--- src/rtl/core/vbnm_pkg.sv ---
package vbnm_pkg;

    localparam int TABLE_RAM_BYTES = 2048;
    localparam int TABLE_ADDR_W    = $clog2(TABLE_RAM_BYTES);
    localparam int ADDR_W          = 14;
    localparam int DATA_W          = 8;
    localparam int OFFSET_W        = 10;
    localparam int PAL_ADDR_W      = 5;
    localparam int PAL_DEPTH       = 1 << PAL_ADDR_W;

    localparam logic [ADDR_W-1:0] PATTERN_END   = 14'h2000;
    localparam logic [ADDR_W-1:0] TABLE_END     = 14'h3EFF;
    localparam logic [ADDR_W-1:0] PALETTE_ALIAS = 14'h3F10;

    typedef enum logic {
        OP_READ  = 1'b0,
        OP_WRITE = 1'b1
    } op_t;

    typedef enum logic [1:0] {
        MIR_HORIZONTAL   = 2'd0,
        MIR_VERTICAL     = 2'd1,
        MIR_SINGLE_LOWER = 2'd2,
        MIR_SINGLE_UPPER = 2'd3
    } mirror_t;

    typedef enum logic [1:0] {
        SRC_ZERO    = 2'd0,
        SRC_TABLE   = 2'd1,
        SRC_PALETTE = 2'd2
    } rd_src_t;

    typedef enum logic [1:0] {
        ST_CLEAR  = 2'd0,
        ST_IDLE   = 2'd1,
        ST_ACCESS = 2'd2
    } ctrl_state_t;

    typedef struct packed {
        logic              op;
        logic [ADDR_W-1:0] addr;
        logic [DATA_W-1:0] wdata;
    } in_item_t;

    typedef struct packed {
        logic [DATA_W-1:0] rdata;
        logic              chr_access;
        logic              a12_level;
    } out_item_t;

    typedef struct packed {
        logic accept;
        logic load_out;
        logic clear_en;
    } vbnm_cmd_t;

    typedef struct packed {
        logic clear_last;
    } vbnm_status_t;

endpackage

--- src/rtl/core/vbnm_ctrl.sv ---
module vbnm_ctrl
    import vbnm_pkg::*;
(
    input  logic          clk,
    input  logic          rst_n,
    input  logic          in_valid,
    output logic          in_stall,
    output logic          out_valid,
    input  logic          out_stall,
    output vbnm_cmd_t     cmd,
    input  vbnm_status_t  status
);

    ctrl_state_t state_reg;
    ctrl_state_t state_next;
    logic        out_valid_reg;
    logic        out_valid_next;
    logic        out_free;

    assign out_free = !out_valid_reg || !out_stall;

    always_comb
    begin
        state_next = state_reg;
        unique case (state_reg)
            ST_CLEAR:
            begin
                if (status.clear_last)
                    state_next = ST_IDLE;
            end
            ST_IDLE:
            begin
                if (in_valid)
                    state_next = ST_ACCESS;
            end
            ST_ACCESS:
            begin
                if (out_free)
                    state_next = ST_IDLE;
            end
            default:
                state_next = ST_CLEAR;
        endcase
    end

    always_comb
    begin
        cmd      = '0;
        in_stall = 1'b1;
        unique case (state_reg)
            ST_CLEAR:
                cmd.clear_en = 1'b1;
            ST_IDLE:
            begin
                in_stall   = 1'b0;
                cmd.accept = in_valid;
            end
            ST_ACCESS:
                cmd.load_out = out_free;
            default:
                in_stall = 1'b1;
        endcase
    end

    always_comb
    begin
        out_valid_next = out_valid_reg;
        if (cmd.load_out)
            out_valid_next = 1'b1;
        else if (!out_stall)
            out_valid_next = 1'b0;
    end

    always_ff @(posedge clk or negedge rst_n)
    begin
        if (!rst_n)
        begin
            state_reg     <= ST_CLEAR;
            out_valid_reg <= 1'b0;
        end
        else
        begin
            state_reg     <= state_next;
            out_valid_reg <= out_valid_next;
        end
    end

    assign out_valid = out_valid_reg;

`ifndef ASSERT_OFF
    a_load_needs_room: assert property (@(posedge clk) disable iff (!rst_n)
        cmd.load_out |-> (!out_valid_reg || !out_stall))
        else $error("result loaded over an untaken transfer");

    a_accept_to_access: assert property (@(posedge clk) disable iff (!rst_n)
        cmd.accept |=> (state_reg == ST_ACCESS))
        else $error("accepted transfer not followed by access");

    a_access_waits: assert property (@(posedge clk) disable iff (!rst_n)
        (state_reg == ST_ACCESS) && !cmd.load_out |=> (state_reg == ST_ACCESS))
        else $error("access left without loading result");

    a_clear_done: assert property (@(posedge clk) disable iff (!rst_n)
        (state_reg == ST_CLEAR) && status.clear_last |=> (state_reg == ST_IDLE))
        else $error("clear sweep did not end");

    a_no_accept_in_clear: assert property (@(posedge clk) disable iff (!rst_n)
        cmd.clear_en |-> !cmd.accept && in_stall)
        else $error("transfer accepted during clear sweep");
`endif

endmodule
--- config.mk ---
export PLATFORM = sky130hd
export DESIGN_NAME = vbnm_ctrl
export DESIGN_NICKNAME = d
export VERILOG_FILES = /design/src/rtl/core/vbnm_pkg.sv /design/src/rtl/core/vbnm_ctrl.sv
export SDC_FILE = /design/constraint.sdc
export NUM_CORES = 1
export LEC_CHECK = 0
export ABC_AREA = 1
export ABC_CLOCK_PERIOD_IN_PS = 1590
export BUFFER_PORTS_ARGS = -buffer_cell sky130_fd_sc_hd__buf_2
export CELL_PAD_IN_SITES_DETAIL_PLACEMENT = 0
export CELL_PAD_IN_SITES_GLOBAL_PLACEMENT = 2
export CORE_AREA = 2 2 39 41
export DETAILED_ROUTE_END_ITERATION = 10
export DIE_AREA = 0 0 41 43
export PLACE_DENSITY_LB_ADDON = 0.1
export SYNTH_ARGS = -nofsm -noshare
export SYNTH_HDL_FRONTEND = slang
export SYNTH_SLANG_ARGS = --single-unit
--- constraint.sdc ---
create_clock -name clk -period 1.59 [get_ports clk]
set_input_delay 0.159 -clock clk [delete_from_list [all_inputs] [get_ports clk]]
set_output_delay 0.159 -clock clk [all_outputs]
set_load 0.01 [all_outputs]
# == Word-level counts from Yosys, hierarchy flattened ==
# Cells that the tools add are included.
# totals
reg_bits,3
out_inout_bits,5
input_bits,5
word_cells,23
# classes
n_reduce_logical,5
eq_ne,6
n_mux,10
# op_table
cell,count
two-way mux 1 bit,6
two-way mux 2 bit,3
"inequality test 2 bit, second input constant",3
case mux 2 bit (3 select lines),1
AND reduction 3 bit,1
"== test 2 x 1 -> 1 bit, second input constant",1
"== test 2 bit, second input constant",1
logical NOT 1 bit,2
logical NOT 2 bit,1
"inequality test 2 x 1 -> 1 bit, second input constant",1
logical OR 1 bit,1

# == Longest topological paths before layout ==
# logic_depth
word_depth,4
ltp_mapped,5
mapped_depth_nobuf,5

# == Least setup slack after synthesis ==
# Ideal clock, no wire load.
# synth_path
path_kind,register to output
startpoint,reg state_reg[0]
endpoint,out cmd[1] in the netlist's numbering
n_path_buf,1
path_stages_with_launch,5
slack_ns,0.663
arrival_ns,0.768
required_time_ns,1.431
cell_sequence,dfrtp_1 -> nor2_1 -> inv_1 -> nor2_1 -> buf_4
# synth_lines
element,line_no,rtl
"start, declared",vbnm_ctrl.sv:14,ctrl_state_t state_reg;
"start signal, assigned",vbnm_ctrl.sv:83,state_reg <= state_next;
"end, declared",vbnm_ctrl.sv:10,"output vbnm_cmd_t cmd,"

==> impl_metrics.ini <==
[run_status]
status = completed

[die]
die-area_um2 = 1760
core-area_um2 = 1380
die_y_um = 43
num_rows = 14
die_w_um = 41
num_io_pins = 10
start_util = 0.114

[yosys]
yosysSeqAreaShare = 0.476
ys_warn_count = 0
synth_seq_cells = 3
avgSynthCellArea_um2 = 6.85
synthCells = 23
netlist_area_um2 = 158
synth_cell_types = 7
synthesis.nets = 28

[final_layout]
multi_input_area_um2 = 52.6
n_fill_cell = 160
synthToLayoutAreaGrowth_pct = 59.5
largest_reg_flops = 2
n_antenna_cell = 0
seq_area_um2 = 75.1
drive_above_1_share = 0.333
layout.nets = 42
fin_util = 0.182

[routing]
routed-via-count = 169
wl_met3_um = 28
drc = 0
drtPass1Iterations = 2
drt-total-wl_um = 402
drt-initial-drc-count = 3
maxUsedRoutingLayer = met3
dr_wl_met2_um = 196
wl_per_cell_um = 7.73
wl_met1_um = 178
viasPerCell = 3.25
ant_nets = 0

[timing]
finClkSkew_ns = 0.00369
layout_min_cycle_time_ns = 1.24
hold_ws_ns = 0.163
setup_violations = 0
slew_viol_final = 0
fin_crit_sh = 0.778
worst_pin_slew_ns = 0.158
tns_ns = 0
rsz0062_at_grt = no
max_slew_margin = 0.894
finalHoldViolCount = 0
max_freq_mhz = 809

[setup_path]
cp-end-kind = output pin
r2r_cells = 4
critPathRequiredTime_ns = 1.43
cp.arrival_ns = 1.08
crit_end = cmd[1]
worstSetupPathType = reg2out
r2r_start = state_reg[0]
reg2reg_to = state_reg[0]
startpoint_type = flip-flop
timing.reg2reg.setup_slack_ns = 0.71
crit_path_max_fanout = 5
setup.worst_path.start = state_reg[0]

[power]
netSwitchingFraction = 0.383
internal_power_w = 0.000279
pwr-share-clk = 0.291
p_leak_nw = 0.158
p_per_area_nw_per_um2 = 1800
p_sw_w = 0.000173
peakVddDrop_mv = 0.305
combPwrFrac = 0.401
pwr-share-seq = 0.308

[placed_design]
place_hpwl_um = 342
io_buffers = 9
gp_congestion = 0.679

[global_route]
gr-total-overflow = 0
grt_pass1_wl_um = 634
antenna_found_initial = 0
grt_util_all_layers = 0.0611
grt_pass1_vias = 156
grt_max_degree = 6

[cts]
worstSkewPairLatency_ns = 0.23
path_clk_slew_ns = 0.04
clock_path_buffers = 2
htree_levels = 1
clock_sinks = 3
cts_root_buffer = clkbuf_4
cts_resized = 0
cts_tree = built
numCtsBuffers = 3
post-cts-setup-buffers = 0

[hold_path]
min_path_type = in2reg

[run]
cap_violations = 0
-- Yosys cell counts --
library cell | count | share of area
dfrtp_1 | 3 | 0.48
buf_4 | 1 | 0.048
nand3_1 | 2 | 0.063
nand2_1 | 6 | 0.14
o21ai_0 | 1 | 0.032
nor2_1 | 4 | 0.095
inv_1 | 6 | 0.14
-- metal layers --
layer,up-vias,GRT usage
met1,70,0.0669
met5,-,0
met2,9,0.0688
met3,0,0.0157
li1,90,-
met4,0,0.100
-- cell families (layout without fill, tap and decap cells) --
| family | Yosys count | after routing | share of synthesized area |
|---|---|---|---|
| and+or+nand+nor | 12 | 12 | 0.302 |
| buffers and inverters | 7 | 20 | 0.190 |
| DFF | 3 | 3 | 0.476 |
| AOI/OAI and AO/OA | 1 | 1 | 0.0317 |
-- placed cells by master, fill, tap and decap left out --
| master | synthesis | layout |
|---|---|---|
| nor2_1 | 4 | 4 |
| dfrtp_1 | 3 | 3 |
| nand3_1 | 2 | 2 |
| clkbuf_4 | 0 | 3 |
| inv_1 | 6 | 6 |
| dlygate4sd3_1 | 0 | 1 |
| buf_2 | 0 | 9 |
| o21ai_0 | 1 | 1 |
| nand2_1 | 6 | 6 |
| clkbuf_1 | 0 | 1 |
-- power by group through the flow --
stage | logic [W] | clock network (W) | registers (W)
detailed placement | 0.000186 | 0 | 0.000138
global placement | 0.000194 | 0 | 0.000137
global route | 0.000209 | 0.000150 | 0.000146
finish | 0.000181 | 0.000131 | 0.000139
CTS | 0.000187 | 0.000140 | 0.000139
floorplan | 0.000115 | 0 | 0.000139
-- cell type report --
class	instances	share of cell area
well taps	16	0.0796
multi-input cells	13	0.209
flip-flops and latches	3	0.299
inverters	6	0.0896
repair buffers	10	0.219
clock buffers	4	0.104
-- worst max-delay path, stage by stage, from the launching register on --
cell	delay (ns)
dfrtp_1	0.41
nor2_1	0.15
inv_1	0.07
nor2_1	0.08
buf_2	0.13
-- through the flow --
stage               total power, W  setup slack [ns]  cells  instance area [um^2]
finish                    0.000452             0.354     52                   251
floorplan                 0.000254             0.663     23                   158
CTS                       0.000466             0.334     52                   251
global placement          0.000330             0.615     47                   215
detailed placement        0.000323             0.603     47                   215
global route              0.000505             0.242     52                   251
-- timing repair --
action | 4_1_cts | 5_1_grt
hold buffers | 1 | 0
endpoints found under the setup margin | 0 | 0
hold endpoints to repair | 3 | 0
-- how the worst min path moves through the flow --
stage          slack, ns  cells after the start      endpoint  startpoint
2_1_floorplan      -0.14                      0     out_valid       rst_n
3_3_place_gp       -0.04                      1  state_reg[1]       rst_n
3_5_place_dp       -0.04                      1  state_reg[1]       rst_n
4_1_cts             0.16                      3     out_valid   out_stall
5_1_grt             0.18                      3     out_valid   out_stall
6_report            0.16                      3     out_valid   out_stall
(Power assumes the default switching activity.)
